## src/rtl/timestamped_sample_ring_store_core_assert.svh

```systemverilog
// ----------------------------------------------------------------------------
// Assertion macros for the timestamped sample ring store
// Shorthand for clocked implication checks; clk and rst_n come from the
// scope of the module that uses them.
// ----------------------------------------------------------------------------
`ifndef TIMESTAMPED_SAMPLE_RING_STORE_CORE_ASSERT_SVH
`define TIMESTAMPED_SAMPLE_RING_STORE_CORE_ASSERT_SVH

// consequence must hold in the same cycle as the antecedent
`define TSRS_ASSERT_NOW(lbl, ante, cons) \
  lbl: assert property (@(posedge clk) disable iff (!rst_n) (ante) |-> (cons)) \
    else $error("tsrs check failed in same cycle");

// consequence must hold in the cycle after the antecedent
`define TSRS_ASSERT_NEXT(lbl, ante, cons) \
  lbl: assert property (@(posedge clk) disable iff (!rst_n) (ante) |=> (cons)) \
    else $error("tsrs check failed in next cycle");

`endif

```

## src/rtl/tsrs_pkg.sv

```systemverilog
// ----------------------------------------------------------------------------
// Timestamped sample ring store package
// Field widths, request and status codes, register indexes and the command
// and status bundles between controller and datapath.
// ----------------------------------------------------------------------------
`timescale 1ns / 1ps

package tsrs_pkg;

  // Built ring depth default
  localparam int DEF_RING_DEPTH = 32;

  // Field widths
  localparam int TS_W       = 32;
  localparam int VAL_W      = 32;
  localparam int REQ_W      = 2;
  localparam int STATUS_W   = 2;
  localparam int CNT_OUT_W  = 6;
  localparam int CFG_IDX_W  = 2;
  localparam int CFG_DATA_W = 6;
  localparam int POLICY_W   = 2;
  localparam int KIND_W     = 2;
  localparam int DEPTH_W    = 6;

  // Smallest usable capacity
  localparam int MIN_CAP = 4;

  // Request kinds
  localparam logic [REQ_W-1:0] REQ_INSERT = 2'd0;
  localparam logic [REQ_W-1:0] REQ_NEWEST = 2'd1;
  localparam logic [REQ_W-1:0] REQ_QUERY  = 2'd2;
  localparam logic [REQ_W-1:0] REQ_CLEAR  = 2'd3;

  // Result status
  localparam logic [STATUS_W-1:0] ST_OK    = 2'd0;
  localparam logic [STATUS_W-1:0] ST_EMPTY = 2'd1;
  localparam logic [STATUS_W-1:0] ST_FULL  = 2'd2;

  // Register indexes
  localparam logic [CFG_IDX_W-1:0] CFG_POLICY = 2'd0;
  localparam logic [CFG_IDX_W-1:0] CFG_KIND   = 2'd1;
  localparam logic [CFG_IDX_W-1:0] CFG_DEPTH  = 2'd2;

  // Overflow policy codes
  localparam logic [POLICY_W-1:0] POL_DROP   = 2'd0;
  localparam logic [POLICY_W-1:0] POL_REJECT = 2'd1;
  localparam logic [POLICY_W-1:0] POL_MERGE  = 2'd2;

  // Value kind codes
  localparam logic [KIND_W-1:0] KIND_SIGNED   = 2'd0;
  localparam logic [KIND_W-1:0] KIND_UNSIGNED = 2'd1;
  localparam logic [KIND_W-1:0] KIND_RAW      = 2'd2;

  typedef logic [2:0] rd_op_t;
  typedef logic [2:0] wr_op_t;
  typedef logic [1:0] ptr_op_t;
  typedef logic [1:0] idx_op_t;
  typedef logic [2:0] out_op_t;

  // Memory read selection
  localparam rd_op_t RD_NONE   = 3'd0;
  localparam rd_op_t RD_NEWEST = 3'd1;
  localparam rd_op_t RD_OLDEST = 3'd2;
  localparam rd_op_t RD_IDX    = 3'd3;
  localparam rd_op_t RD_IDX1   = 3'd4;
  localparam rd_op_t RD_IDX2   = 3'd5;

  // Memory write selection
  localparam wr_op_t WR_NONE   = 3'd0;
  localparam wr_op_t WR_APPEND = 3'd1;
  localparam wr_op_t WR_MERGE  = 3'd2;
  localparam wr_op_t WR_SHIFT  = 3'd3;
  localparam wr_op_t WR_TAIL   = 3'd4;

  // Pointer updates
  localparam ptr_op_t P_NONE   = 2'd0;
  localparam ptr_op_t P_APPEND = 2'd1;
  localparam ptr_op_t P_CLEAR  = 2'd2;

  // Walk index updates
  localparam idx_op_t I_NONE      = 2'd0;
  localparam idx_op_t I_OLD1      = 2'd1;
  localparam idx_op_t I_INC       = 2'd2;
  localparam idx_op_t I_WALK_INIT = 2'd3;

  // Result to emit
  localparam out_op_t O_NONE   = 3'd0;
  localparam out_op_t O_OK     = 3'd1;
  localparam out_op_t O_EMPTY  = 3'd2;
  localparam out_op_t O_FULL   = 3'd3;
  localparam out_op_t O_NEWEST = 3'd4;
  localparam out_op_t O_FINAL  = 3'd5;

  // Controller to datapath
  typedef struct packed {
    logic    load;
    logic    hold_d0;
    logic    walk;
    rd_op_t  rd_op;
    wr_op_t  wr_op;
    ptr_op_t ptr_op;
    idx_op_t idx_op;
    out_op_t out_op;
  } tsrs_cmd_t;

  // Datapath to controller
  typedef struct packed {
    logic full;
    logic empty;
    logic pol_reject;
    logic pol_merge;
    logic shift_last;
    logic shift2_last;
    logic walk_done;
  } tsrs_stat_t;

endpackage

```

## src/rtl/timestamped_sample_ring_store_core.sv

```systemverilog
// ----------------------------------------------------------------------------
// Timestamped sample ring store core
// Ring of timestamped 32-bit samples with insert, read newest, range query
// and clear, and a configurable overflow policy.
// ----------------------------------------------------------------------------
// An item is taken when start is high and busy is low; every result appears
// for exactly one cycle with out_valid high, in the cycle after the work that
// makes it, and cannot be held off. Insert, clear, reject and read newest on
// an empty ring leave busy low, so a new item may follow in the next cycle.
// A range query walks every stored entry from oldest to newest and gives at
// most one result per cycle. A downsampling insert on a full ring merges the
// two oldest samples, moves each later entry back one place and writes the
// new sample at the tail. The query and the merge shift walk one entry per
// cycle through the single read port of the sample memory.
`timescale 1ns / 1ps
`include "timestamped_sample_ring_store_core_assert.svh"

module timestamped_sample_ring_store_core import tsrs_pkg::*; #(
  parameter int RING_DEPTH = DEF_RING_DEPTH
) (
  input  logic                  clk,
  input  logic                  rst_n,
  input  logic                  cfg_wr_en,
  input  logic [CFG_IDX_W-1:0]  cfg_index,
  input  logic [CFG_DATA_W-1:0] cfg_wdata,
  input  logic                  start,
  output logic                  busy,
  input  logic [REQ_W-1:0]      in_req_type,
  input  logic [TS_W-1:0]       in_sample_ts,
  input  logic [VAL_W-1:0]      in_sample_value,
  input  logic [TS_W-1:0]       in_range_low,
  input  logic [TS_W-1:0]       in_range_high,
  output logic                  out_valid,
  output logic [STATUS_W-1:0]   out_status,
  output logic                  out_sample_valid,
  output logic [TS_W-1:0]       out_ts,
  output logic [VAL_W-1:0]      out_value,
  output logic [CNT_OUT_W-1:0]  out_match_count,
  output logic                  out_last_result
);

  tsrs_cmd_t  cmd;
  tsrs_stat_t stat;

  tsrs_ctrl u_ctrl (
    .clk         (clk),
    .rst_n       (rst_n),
    .start       (start),
    .in_req_type (in_req_type),
    .stat        (stat),
    .busy        (busy),
    .cmd         (cmd)
  );

  tsrs_datapath #(
    .RING_DEPTH (RING_DEPTH)
  ) u_dp (
    .clk              (clk),
    .rst_n            (rst_n),
    .cfg_wr_en        (cfg_wr_en),
    .cfg_index        (cfg_index),
    .cfg_wdata        (cfg_wdata),
    .in_sample_ts     (in_sample_ts),
    .in_sample_value  (in_sample_value),
    .in_range_low     (in_range_low),
    .in_range_high    (in_range_high),
    .cmd              (cmd),
    .stat             (stat),
    .out_valid        (out_valid),
    .out_status       (out_status),
    .out_sample_valid (out_sample_valid),
    .out_ts           (out_ts),
    .out_value        (out_value),
    .out_match_count  (out_match_count),
    .out_last_result  (out_last_result)
  );

  // Checks
  // non-final items are query matches carrying a sample
  `TSRS_ASSERT_NOW(a_mid_item_sample, out_valid && !out_last_result, out_sample_valid && (out_status == ST_OK))
  // the final item of any request is shown with the controller back at rest
  `TSRS_ASSERT_NOW(a_last_idle, out_valid && out_last_result, !busy)
  // clear answers in the very next cycle
  `TSRS_ASSERT_NEXT(a_clear_answer, start && !busy && (in_req_type == REQ_CLEAR), out_valid && out_last_result)
  // a match is only reported while a query walk is under way
  `TSRS_ASSERT_NEXT(a_match_in_walk, out_valid && !out_last_result, busy || out_last_result)

endmodule

```

## src/rtl/tsrs_ram.sv

```systemverilog
// ----------------------------------------------------------------------------
// Generic single-port-write RAM
// One write port and one read port with registered read data.
// ----------------------------------------------------------------------------
`timescale 1ns / 1ps

module tsrs_ram #(
  parameter int WIDTH = 64,
  parameter int DEPTH = 32
) (
  input  logic                                     clk,
  input  logic                                     wr_en,
  input  logic [((DEPTH > 1) ? $clog2(DEPTH) : 1)-1:0] wr_addr,
  input  logic [WIDTH-1:0]                         wr_data,
  input  logic                                     rd_en,
  input  logic [((DEPTH > 1) ? $clog2(DEPTH) : 1)-1:0] rd_addr,
  output logic [WIDTH-1:0]                         rd_data
);

  logic [WIDTH-1:0] mem_r [DEPTH];
  logic [WIDTH-1:0] rd_data_r;

  // write port
  always_ff @(posedge clk) begin
    if (wr_en) begin
      mem_r[wr_addr] <= wr_data;
    end
  end

  // registered read port
  always_ff @(posedge clk) begin
    if (rd_en) begin
      rd_data_r <= mem_r[rd_addr];
    end
  end

  assign rd_data = rd_data_r;

endmodule

```

## src/rtl/tsrs_datapath.sv

```systemverilog
// ----------------------------------------------------------------------------
// Ring store datapath
// Sample memory, ring pointers, configuration registers, merge arithmetic,
// range compare and the result register.
// ----------------------------------------------------------------------------
`timescale 1ns / 1ps

module tsrs_datapath import tsrs_pkg::*; #(
  parameter int RING_DEPTH = DEF_RING_DEPTH
) (
  input  logic                  clk,
  input  logic                  rst_n,
  input  logic                  cfg_wr_en,
  input  logic [CFG_IDX_W-1:0]  cfg_index,
  input  logic [CFG_DATA_W-1:0] cfg_wdata,
  input  logic [TS_W-1:0]       in_sample_ts,
  input  logic [VAL_W-1:0]      in_sample_value,
  input  logic [TS_W-1:0]       in_range_low,
  input  logic [TS_W-1:0]       in_range_high,
  input  tsrs_cmd_t             cmd,
  output tsrs_stat_t            stat,
  output logic                  out_valid,
  output logic [STATUS_W-1:0]   out_status,
  output logic                  out_sample_valid,
  output logic [TS_W-1:0]       out_ts,
  output logic [VAL_W-1:0]      out_value,
  output logic [CNT_OUT_W-1:0]  out_match_count,
  output logic                  out_last_result
);

  localparam int PTR_W = (RING_DEPTH > 1) ? $clog2(RING_DEPTH) : 1;
  localparam int CNT_W = $clog2(RING_DEPTH + 1);
  localparam int MEM_W = TS_W + VAL_W;

  // Wrap-around step helpers against the live capacity
  function automatic logic [PTR_W-1:0] ptr_inc(input logic [PTR_W-1:0] p,
                                               input logic [CNT_W-1:0] c);
    logic [CNT_W-1:0] top;
    top = c - 1'b1;
    if (CNT_W'(p) == top) begin
      return '0;
    end
    return p + 1'b1;
  endfunction

  function automatic logic [PTR_W-1:0] ptr_dec(input logic [PTR_W-1:0] p,
                                               input logic [CNT_W-1:0] c);
    logic [CNT_W-1:0] top;
    top = c - 1'b1;
    if (p == '0) begin
      return top[PTR_W-1:0];
    end
    return p - 1'b1;
  endfunction

  // Halve a two's complement value, rounding toward zero
  function automatic logic [VAL_W-1:0] half_signed(input logic [VAL_W-1:0] x);
    logic [VAL_W-1:0] s;
    s = x + VAL_W'(x[VAL_W-1]);
    return {s[VAL_W-1], s[VAL_W-1:1]};
  endfunction

  // Configuration
  logic [POLICY_W-1:0] policy_r;
  logic [KIND_W-1:0]   kind_r;
  logic [DEPTH_W-1:0]  depth_r;
  logic [CNT_W-1:0]    cap;

  // Ring state and walk state
  logic [PTR_W-1:0] wr_pos_r, old_pos_r, idx_r;
  logic [CNT_W-1:0] fill_r, rem_r, cnt_r;
  logic             pend_r;

  // Latched request and merge operand
  logic [TS_W-1:0]  ts_in_r, lo_r, hi_r, d0_ts_r;
  logic [VAL_W-1:0] val_in_r, d0_val_r;

  // Result register
  logic                 out_valid_r, out_valid_nxt;
  logic [STATUS_W-1:0]  out_status_r, out_status_nxt;
  logic                 out_smp_r, out_smp_nxt;
  logic [TS_W-1:0]      out_ts_r, out_ts_nxt;
  logic [VAL_W-1:0]     out_val_r, out_val_nxt;
  logic [CNT_OUT_W-1:0] out_cnt_r, out_cnt_nxt;
  logic                 out_last_r, out_last_nxt;

  // Memory ports
  logic             rd_en, wr_en;
  logic [PTR_W-1:0] rd_addr, wr_addr;
  logic [MEM_W-1:0] wr_data, rd_data;
  logic [TS_W-1:0]  rd_ts;
  logic [VAL_W-1:0] rd_val;

  logic [PTR_W-1:0] idx_inc, idx_inc2, wr_dec;
  logic [TS_W-1:0]  mrg_ts;
  logic [VAL_W-1:0] mrg_val;
  logic             walk_rd, hit;

  assign rd_ts  = rd_data[MEM_W-1:VAL_W];
  assign rd_val = rd_data[VAL_W-1:0];

  // Capacity clamped to the built range
  always_comb begin
    priority if (depth_r < DEPTH_W'(MIN_CAP)) begin
      cap = CNT_W'(MIN_CAP);
    end else if (depth_r > DEPTH_W'(RING_DEPTH)) begin
      cap = CNT_W'(RING_DEPTH);
    end else begin
      cap = depth_r[CNT_W-1:0];
    end
  end

  assign idx_inc  = ptr_inc(idx_r, cap);
  assign idx_inc2 = ptr_inc(idx_inc, cap);
  assign wr_dec   = ptr_dec(wr_pos_r, cap);

  // Status towards the controller
  assign stat.full        = (fill_r == cap);
  assign stat.empty       = (fill_r == '0);
  assign stat.pol_reject  = (policy_r == POL_REJECT);
  assign stat.pol_merge   = (policy_r == POL_MERGE);
  assign stat.shift_last  = (idx_inc == wr_pos_r);
  assign stat.shift2_last = (idx_inc2 == wr_pos_r);
  assign stat.walk_done   = (rem_r == '0) && !pend_r;

  // Merge of the two oldest samples
  always_comb begin
    mrg_ts = (d0_ts_r >> 1) + (rd_ts >> 1);
    unique case (kind_r)
      KIND_SIGNED:   mrg_val = half_signed(d0_val_r) + half_signed(rd_val);
      KIND_UNSIGNED: mrg_val = (d0_val_r >> 1) + (rd_val >> 1);
      default:       mrg_val = d0_val_r;
    endcase
  end

  // Read address selection
  assign walk_rd = cmd.walk && (rem_r != '0);

  always_comb begin
    rd_en   = walk_rd;
    rd_addr = idx_r;
    unique case (cmd.rd_op)
      RD_NEWEST: begin
        rd_en   = 1'b1;
        rd_addr = wr_dec;
      end
      RD_OLDEST: begin
        rd_en   = 1'b1;
        rd_addr = old_pos_r;
      end
      RD_IDX: begin
        rd_en   = 1'b1;
        rd_addr = idx_r;
      end
      RD_IDX1: begin
        rd_en   = 1'b1;
        rd_addr = idx_inc;
      end
      RD_IDX2: begin
        rd_en   = 1'b1;
        rd_addr = idx_inc2;
      end
      default: ;
    endcase
  end

  // Write address and data selection
  always_comb begin
    wr_en   = 1'b0;
    wr_addr = wr_pos_r;
    wr_data = {in_sample_ts, in_sample_value};
    unique case (cmd.wr_op)
      WR_APPEND: begin
        wr_en = 1'b1;
      end
      WR_MERGE: begin
        wr_en   = 1'b1;
        wr_addr = old_pos_r;
        wr_data = {mrg_ts, mrg_val};
      end
      WR_SHIFT: begin
        wr_en   = 1'b1;
        wr_addr = idx_r;
        wr_data = rd_data;
      end
      WR_TAIL: begin
        wr_en   = 1'b1;
        wr_addr = wr_dec;
        wr_data = {ts_in_r, val_in_r};
      end
      default: ;
    endcase
  end

  tsrs_ram #(
    .WIDTH (MEM_W),
    .DEPTH (RING_DEPTH)
  ) u_ram (
    .clk     (clk),
    .wr_en   (wr_en),
    .wr_addr (wr_addr),
    .wr_data (wr_data),
    .rd_en   (rd_en),
    .rd_addr (rd_addr),
    .rd_data (rd_data)
  );

  // Range compare on the sample read in the previous walk cycle
  assign hit = pend_r && (lo_r <= hi_r) && (rd_ts >= lo_r) && (rd_ts <= hi_r);

  // Result selection
  always_comb begin
    out_valid_nxt  = 1'b0;
    out_status_nxt = ST_OK;
    out_smp_nxt    = 1'b0;
    out_ts_nxt     = '0;
    out_val_nxt    = '0;
    out_cnt_nxt    = '0;
    out_last_nxt   = 1'b1;
    unique case (cmd.out_op)
      O_OK: begin
        out_valid_nxt = 1'b1;
      end
      O_EMPTY: begin
        out_valid_nxt  = 1'b1;
        out_status_nxt = ST_EMPTY;
      end
      O_FULL: begin
        out_valid_nxt  = 1'b1;
        out_status_nxt = ST_FULL;
      end
      O_NEWEST: begin
        out_valid_nxt = 1'b1;
        out_smp_nxt   = 1'b1;
        out_ts_nxt    = rd_ts;
        out_val_nxt   = rd_val;
      end
      O_FINAL: begin
        out_valid_nxt = 1'b1;
        out_cnt_nxt   = CNT_OUT_W'(cnt_r);
      end
      default: ;
    endcase
    // a query match is never emitted alongside another result
    if (hit) begin
      out_valid_nxt = 1'b1;
      out_smp_nxt   = 1'b1;
      out_ts_nxt    = rd_ts;
      out_val_nxt   = rd_val;
      out_last_nxt  = 1'b0;
    end
  end

  // Configuration registers and ring pointers
  always_ff @(posedge clk) begin
    if (!rst_n) begin
      policy_r  <= POL_DROP;
      kind_r    <= KIND_SIGNED;
      depth_r   <= DEPTH_W'(32);
      wr_pos_r  <= '0;
      old_pos_r <= '0;
      fill_r    <= '0;
    end else if (cfg_wr_en) begin
      unique case (cfg_index)
        CFG_POLICY: policy_r <= cfg_wdata[POLICY_W-1:0];
        CFG_KIND:   kind_r   <= cfg_wdata[KIND_W-1:0];
        CFG_DEPTH: begin
          depth_r   <= cfg_wdata[DEPTH_W-1:0];
          wr_pos_r  <= '0;
          old_pos_r <= '0;
          fill_r    <= '0;
        end
        default: ;
      endcase
    end else begin
      unique case (cmd.ptr_op)
        P_APPEND: begin
          wr_pos_r <= ptr_inc(wr_pos_r, cap);
          if (fill_r < cap) begin
            fill_r <= fill_r + 1'b1;
          end else begin
            old_pos_r <= ptr_inc(old_pos_r, cap);
          end
        end
        P_CLEAR: begin
          wr_pos_r  <= '0;
          old_pos_r <= '0;
          fill_r    <= '0;
        end
        default: ;
      endcase
    end
  end

  // Walk control
  always_ff @(posedge clk) begin
    if (!rst_n) begin
      pend_r <= 1'b0;
    end else begin
      pend_r <= walk_rd;
    end
  end

  // Walk index, remaining count and match count
  always_ff @(posedge clk) begin
    unique case (cmd.idx_op)
      I_OLD1: idx_r <= ptr_inc(old_pos_r, cap);
      I_INC:  idx_r <= idx_inc;
      I_WALK_INIT: begin
        idx_r <= old_pos_r;
        rem_r <= fill_r;
        cnt_r <= '0;
      end
      default: ;
    endcase
    if (walk_rd) begin
      idx_r <= idx_inc;
      rem_r <= rem_r - 1'b1;
    end
    if (hit) begin
      cnt_r <= cnt_r + 1'b1;
    end
  end

  // Request operands and merge hold register
  always_ff @(posedge clk) begin
    if (cmd.load) begin
      ts_in_r  <= in_sample_ts;
      val_in_r <= in_sample_value;
      lo_r     <= in_range_low;
      hi_r     <= in_range_high;
    end
    if (cmd.hold_d0) begin
      d0_ts_r  <= rd_ts;
      d0_val_r <= rd_val;
    end
  end

  // Result register
  always_ff @(posedge clk) begin
    if (!rst_n) begin
      out_valid_r <= 1'b0;
    end else begin
      out_valid_r <= out_valid_nxt;
    end
  end

  always_ff @(posedge clk) begin
    out_status_r <= out_status_nxt;
    out_smp_r    <= out_smp_nxt;
    out_ts_r     <= out_ts_nxt;
    out_val_r    <= out_val_nxt;
    out_cnt_r    <= out_cnt_nxt;
    out_last_r   <= out_last_nxt;
  end

  assign out_valid        = out_valid_r;
  assign out_status       = out_status_r;
  assign out_sample_valid = out_smp_r;
  assign out_ts           = out_ts_r;
  assign out_value        = out_val_r;
  assign out_match_count  = out_cnt_r;
  assign out_last_result  = out_last_r;

endmodule

```

## src/rtl/tsrs_ctrl.sv

```systemverilog
// ----------------------------------------------------------------------------
// Ring store controller
// Sequences insert, read newest, range query, clear and the downsampling
// merge and shift.
// ----------------------------------------------------------------------------
`timescale 1ns / 1ps

module tsrs_ctrl import tsrs_pkg::*; (
  input  logic             clk,
  input  logic             rst_n,
  input  logic             start,
  input  logic [REQ_W-1:0] in_req_type,
  input  tsrs_stat_t       stat,
  output logic             busy,
  output tsrs_cmd_t        cmd
);

  localparam logic [2:0] S_IDLE    = 3'd0;
  localparam logic [2:0] S_NEWEST  = 3'd1;
  localparam logic [2:0] S_WALK    = 3'd2;
  localparam logic [2:0] S_M_RD1   = 3'd3;
  localparam logic [2:0] S_M_MERGE = 3'd4;
  localparam logic [2:0] S_M_SHIFT = 3'd5;
  localparam logic [2:0] S_M_TAIL  = 3'd6;

  logic [2:0] state_r, state_nxt;

  assign busy = (state_r != S_IDLE);

  // Next state and commands
  always_comb begin
    state_nxt   = state_r;
    cmd.load    = 1'b0;
    cmd.hold_d0 = 1'b0;
    cmd.walk    = 1'b0;
    cmd.rd_op   = RD_NONE;
    cmd.wr_op   = WR_NONE;
    cmd.ptr_op  = P_NONE;
    cmd.idx_op  = I_NONE;
    cmd.out_op  = O_NONE;
    unique case (state_r)
      S_IDLE: begin
        if (start) begin
          unique case (in_req_type)
            REQ_INSERT: begin
              priority if (stat.full && stat.pol_reject) begin
                cmd.out_op = O_FULL;
              end else if (stat.full && stat.pol_merge) begin
                cmd.load   = 1'b1;
                cmd.rd_op  = RD_OLDEST;
                cmd.idx_op = I_OLD1;
                state_nxt  = S_M_RD1;
              end else begin
                cmd.wr_op  = WR_APPEND;
                cmd.ptr_op = P_APPEND;
                cmd.out_op = O_OK;
              end
            end
            REQ_NEWEST: begin
              if (stat.empty) begin
                cmd.out_op = O_EMPTY;
              end else begin
                cmd.rd_op = RD_NEWEST;
                state_nxt = S_NEWEST;
              end
            end
            REQ_QUERY: begin
              cmd.load   = 1'b1;
              cmd.idx_op = I_WALK_INIT;
              state_nxt  = S_WALK;
            end
            REQ_CLEAR: begin
              cmd.ptr_op = P_CLEAR;
              cmd.out_op = O_OK;
            end
          endcase
        end
      end
      S_NEWEST: begin
        cmd.out_op = O_NEWEST;
        state_nxt  = S_IDLE;
      end
      // one read issued per cycle, each compared in the cycle after
      S_WALK: begin
        cmd.walk = 1'b1;
        if (stat.walk_done) begin
          cmd.out_op = O_FINAL;
          state_nxt  = S_IDLE;
        end
      end
      S_M_RD1: begin
        cmd.hold_d0 = 1'b1;
        cmd.rd_op   = RD_IDX;
        state_nxt   = S_M_MERGE;
      end
      S_M_MERGE: begin
        cmd.wr_op = WR_MERGE;
        if (stat.shift_last) begin
          state_nxt = S_M_TAIL;
        end else begin
          cmd.rd_op = RD_IDX1;
          state_nxt = S_M_SHIFT;
        end
      end
      // move each later entry back one place
      S_M_SHIFT: begin
        cmd.wr_op  = WR_SHIFT;
        cmd.idx_op = I_INC;
        if (stat.shift2_last) begin
          state_nxt = S_M_TAIL;
        end else begin
          cmd.rd_op = RD_IDX2;
        end
      end
      S_M_TAIL: begin
        cmd.wr_op  = WR_TAIL;
        cmd.out_op = O_OK;
        state_nxt  = S_IDLE;
      end
      default: begin
        state_nxt = S_IDLE;
      end
    endcase
  end

  always_ff @(posedge clk) begin
    if (!rst_n) begin
      state_r <= S_IDLE;
    end else begin
      state_r <= state_nxt;
    end
  end

endmodule

```

## config.mk

```make
export PLATFORM = sky130hd
export DESIGN_NAME = timestamped_sample_ring_store_core
export DESIGN_NICKNAME = d
export VERILOG_FILES = /design/src/rtl/tsrs_pkg.sv /design/src/rtl/timestamped_sample_ring_store_core.sv /design/src/rtl/tsrs_ram.sv /design/src/rtl/tsrs_datapath.sv /design/src/rtl/tsrs_ctrl.sv
export VERILOG_INCLUDE_DIRS = /design/src /design/src/rtl
export SDC_FILE = /design/constraint.sdc
export NUM_CORES = 2
export LEC_CHECK = 0
export ABC_AREA = 1
export BUFFER_PORTS_ARGS = -buffer_cell sky130_fd_sc_hd__buf_2
export CAP_MARGIN = 30
export CORE_ASPECT_RATIO = 0.7
export CORE_UTILIZATION = 59
export DETAILED_ROUTE_END_ITERATION = 7
export HOLD_SLACK_MARGIN = 0.06
export PLACE_DENSITY = 0.76
export SLEW_MARGIN = 0
export SYNTH_ARGS = -nofsm -noshare
export SYNTH_HDL_FRONTEND = slang
export SYNTH_SLANG_ARGS = --single-unit
export TNS_END_PERCENT = 5
```

## constraint.sdc

```tcl
create_clock -name clk -period 15.8 [get_ports clk]
set_input_delay 3.95 -clock clk [delete_from_list [all_inputs] [get_ports clk]]
set_output_delay 3.95 -clock clk [all_outputs]
set_load 0.1 [all_outputs]
```

==> metrics <==
RSZ-0062 raised after global routing no; Arrival @ worst endpoint between 9 and 10 ns; Routed WL approximately 320,000 um; EDFF count, synth 2,320; Boundary Pins between 200 and 250; Reg clk slew, reported paths approximately 0.07 ns; max cap viols 0; hold endpoint u_dp.policy_r[0]$_SDFFE_PN0P_; crit-path max cell delay between 0.9 and 1 ns; initial DRC count approximately 13,000; sequential power share 0.351; P_sw approximately 0.0096 W; Tmin final just over 9 ns; Avg Cell Area, Syn 11.2 um^2; WL/cell around 26 um; placer congestion estimate between 0.9 and 1; DP HPWL about 170,000 um; LEAKAGE 44.1 nW; sequential area share after synthesis 0.668; die area between 150,000 and 200,000 um^2; Starting Density 0.597; measured slew at the worst slew-check pin ~1.4 ns; # Post-CTS Setup Buffers 0; Sink Count about 2,400; Pre-antenna DRT Iters 6; final setup fails 0; largest net degree at the start of global routing roughly 230; CTS resizes 0; setup_tns 0 ns; Fin. Hold Viols 0; critical path required time between 15 and 20 ns; Total GRT Usage 0.343; Gate power share 0.419; worst reg-to-reg path cell count 36; clock insertion delay at the later pin of the skew report roughly 0.88 ns; setup ws final 6.71 ns; Setup crit start kind input pin; CTS buffer count 210; H-Tree Level Count 4; synth warn 0; vias in the first global route roughly 74,000; status finished, final reports clean; Crit-path slowest cell buf_4; pre-CTS WS between 6 and 7 ns; fraction of registers with async set/reset 0; Root Buffer clkbuf_16; drt drc 0; post-synthesis cell type count between 60 and 70; total nets after synthesis 9,919; mapped cell area between 100,000 and 150,000 um^2; P per Cell Area 192 nW/um^2; Slew HR 0.0426; num rows 130; Max IR drop VDD around 210 uV; Post-CTS Hold Buffers 0; via count approximately 80,000; core area about 180,000 um^2; Layout area overhead 9.70%; first-pass GRT wire length between 400,000 and 500,000 um; period utilization 0.575; clk buf depth 3; Critical Path End Type flop; critical path, cell by cell buf_2 -> inv_1 -> ha_1 -> inv_1 -> nor2_1 -> inv_1 -> nor2_1 -> nor2_1 -> inv_1 -> nand3_2 -> nand3_4 -> inv_2 -> nand2_8 -> buf_12 -> buf_4 -> buf_4 -> nand3_1 -> nand3_1 -> nand3_1 -> nand3_1 -> nand2_1 -> nand2_1 -> nand2_1; nets@finish around 10,000; FMAX around 110 MHz; Tightest Hold Check Type reg -> reg; grt total ovfl 0; net switching fraction of the power 0.425; hold depth 2; CTS tree yes; Clock Power Share 0.229; R2R Path End u_dp.u_ram.rd_data[36]$_DFFE_PP_; Pint 0.0130 W; Worst R2R Start u_dp.depth_r[5]$_SDFFE_PN1P_; hold path start u_dp.policy_r[0]$_SDFFE_PN0P_; Port Buf Inserts 217; antenna violations before repair 4; die width roughly 510 um; worst-path maximum fanout 185; post-synthesis cell count 9,562; Worst Skew 0.0440 ns; Final ANT Viol Nets 0; Synth Flop Type edfxtp_1; crit-path leading delay family buffers and inverters; die height between 300 and 400 um; mean number of vias per cell between 6 and 7; WP buf/inv 9; pins over their slew limit 0; layout cells sized above 1 0.0903; Yosys reg bits about 2,400; worst reg-to-reg setup slack between 7 and 8 ns; Worst Setup Path Type in -> reg
-- per-layer routing --
| layer | routed length [um] | GRT usage | share of wire |
|---|---|---|---|
| met1 | 120000 | 0.479 | 0.37 |
| met2 | 142000 | 0.512 | 0.44 |
| met3 | 43600 | 0.0775 | 0.14 |
| met4 | 16100 | 0.165 | 0.050 |
| met5 | 8 | 0 | 0.000025 |
-- worst max path at each step --
stage | cells past startpoint | startpoint | end | slack [ns]
floorplan | 10 | in_req_type[1] | u_dp.u_ram.mem_r[11][0]$_DFFE_PP_ | 7.55
global placement | 23 | in_req_type[1] | u_dp.u_ram.rd_data[24]$_DFFE_PP_ | 6.03
detailed placement | 23 | in_req_type[1] | u_dp.u_ram.rd_data[34]$_DFFE_PP_ | 6.04
CTS | 23 | in_req_type[1] | u_dp.u_ram.rd_data[34]$_DFFE_PP_ | 6.96
global route | 23 | in_req_type[1] | u_dp.u_ram.rd_data[34]$_DFFE_PP_ | 6.46
finish | 23 | in_req_type[1] | u_dp.u_ram.rd_data[24]$_DFFE_PP_ | 6.71
-- final cells by class --
cell class	count	area, um^2
flip-flops and latches	2425	71800
inverters	624	2360
fillers	13100	62200
well taps	2376	2970
clock inverters	139	1380
diodes	12	30.0
clock buffers	256	5430
multi-input cells	5913	30800
repair buffers	421	3050
-- cells in the mapped netlist, types with 6 or more instances --
| cell type | number | area (um^2) |
|---|---|---|
| nor2_1 | 242 | 908 |
| nand3b_1 | 52 | 390 |
| o21ai_0 | 117 | 586 |
| nand2_1 | 1709 | 6410 |
| o2111ai_1 | 56 | 490 |
| buf_4 | 54 | 405 |
| inv_2 | 7 | 26.3 |
| a211oi_1 | 6 | 45.0 |
| nand4_1 | 28 | 175 |
| a21oi_1 | 211 | 1060 |
| o21bai_1 | 6 | 45.0 |
| nand2_2 | 24 | 150 |
| a21boi_0 | 13 | 97.6 |
| clkbuf_1 | 118 | 443 |
| a221oi_1 | 11 | 96.3 |
| o211ai_1 | 30 | 225 |
| buf_6 | 28 | 315 |
| nor4_1 | 9 | 56.3 |
| o22ai_1 | 7 | 43.8 |
| buf_1 | 35 | 131 |
| edfxtp_1 | 2320 | 69700 |
| dfxtp_1 | 105 | 2100 |
| xnor2_1 | 25 | 219 |
| o221ai_1 | 11 | 96.3 |
| nand3_1 | 2918 | 14600 |
| ha_1 | 212 | 2650 |
| xor2_1 | 99 | 867 |
| or2_2 | 14 | 87.6 |
| a31oi_1 | 10 | 62.6 |
| nor3_1 | 41 | 205 |
| buf_2 | 358 | 1790 |
| inv_1 | 612 | 2300 |
| a21o_1 | 9 | 67.6 |
-- cells by family (layout without fill, tap and decap cells) --
group / Yosys count / in the layout / synth area share
compound gates: 512 / 512 / 0.0289
xor+xnor: 124 / 124 / 0.0101
fa+ha+maj: 215 / 215 / 0.0253
buf+inv: 1224 / 1440 / 0.0514
flops: 2425 / 2425 / 0.668
other cells: 0 / 12 / 0
simple gates: 5062 / 5062 / 0.216
-- worst min-delay path, delay by kind of cell (launching register included) --
| family | cells | cell delay (ns) |
|---|---|---|
| compound gates | 1 | 0.06 |
| buf+inv | 1 | 0.06 |
| flops | 1 | 0.31 |
-- power groups by stage --
stage                     Combinational, W  Clock [W]  Sequential (W)
after floorplan                    0.00647          0         0.00818
after global placement             0.00891          0         0.00806
after detailed placement           0.00914          0         0.00805
after CTS                          0.00922    0.00518         0.00792
after global routing                0.0102    0.00543         0.00793
final                              0.00946    0.00518         0.00793
-- metrics by stage --
step | power, W | util | hold slack (ns) | instance area, um^2 | std cells
6_report | 0.0226 | 0.654 | 0.477 | 118000 | 12200
3_5_place_dp | 0.0172 | 0.616 | 0.467 | 111000 | 11800
5_1_grt | 0.0236 | 0.654 | 0.502 | 118000 | 12200
2_1_floorplan | 0.0147 | - | 0.445 | 107000 | 9562
4_1_cts | 0.0223 | 0.653 | 0.481 | 118000 | 12100
3_3_place_gp | 0.0170 | 0.614 | 0.457 | 111000 | 11700
-- layout by cell type (no fill, tap or decap), types with 170 or more instances in the layout --
master        n
buf_4       170
ha_1        212
edfxtp_1   2320
buf_2       217
a21oi_1     210
inv_1       608
clkbuf_16   210
nand3_1    2918
nand2_1    1707
nor2_1      205
-- state kept, by name (all words and copies together) (netlist names), 31 cells and up --
name / cells
u_dp.d0_ts_r: 31
u_dp.d0_val_r: 32
u_dp.hi_r: 32
u_dp.lo_r: 32
u_dp.out_ts: 32
u_dp.out_value: 32
u_dp.ts_in_r: 32
u_dp.u_ram.mem_r: 2048
u_dp.u_ram.rd_data: 64
u_dp.val_in_r: 32
Note: power is estimated with default switching activity, not from simulation.
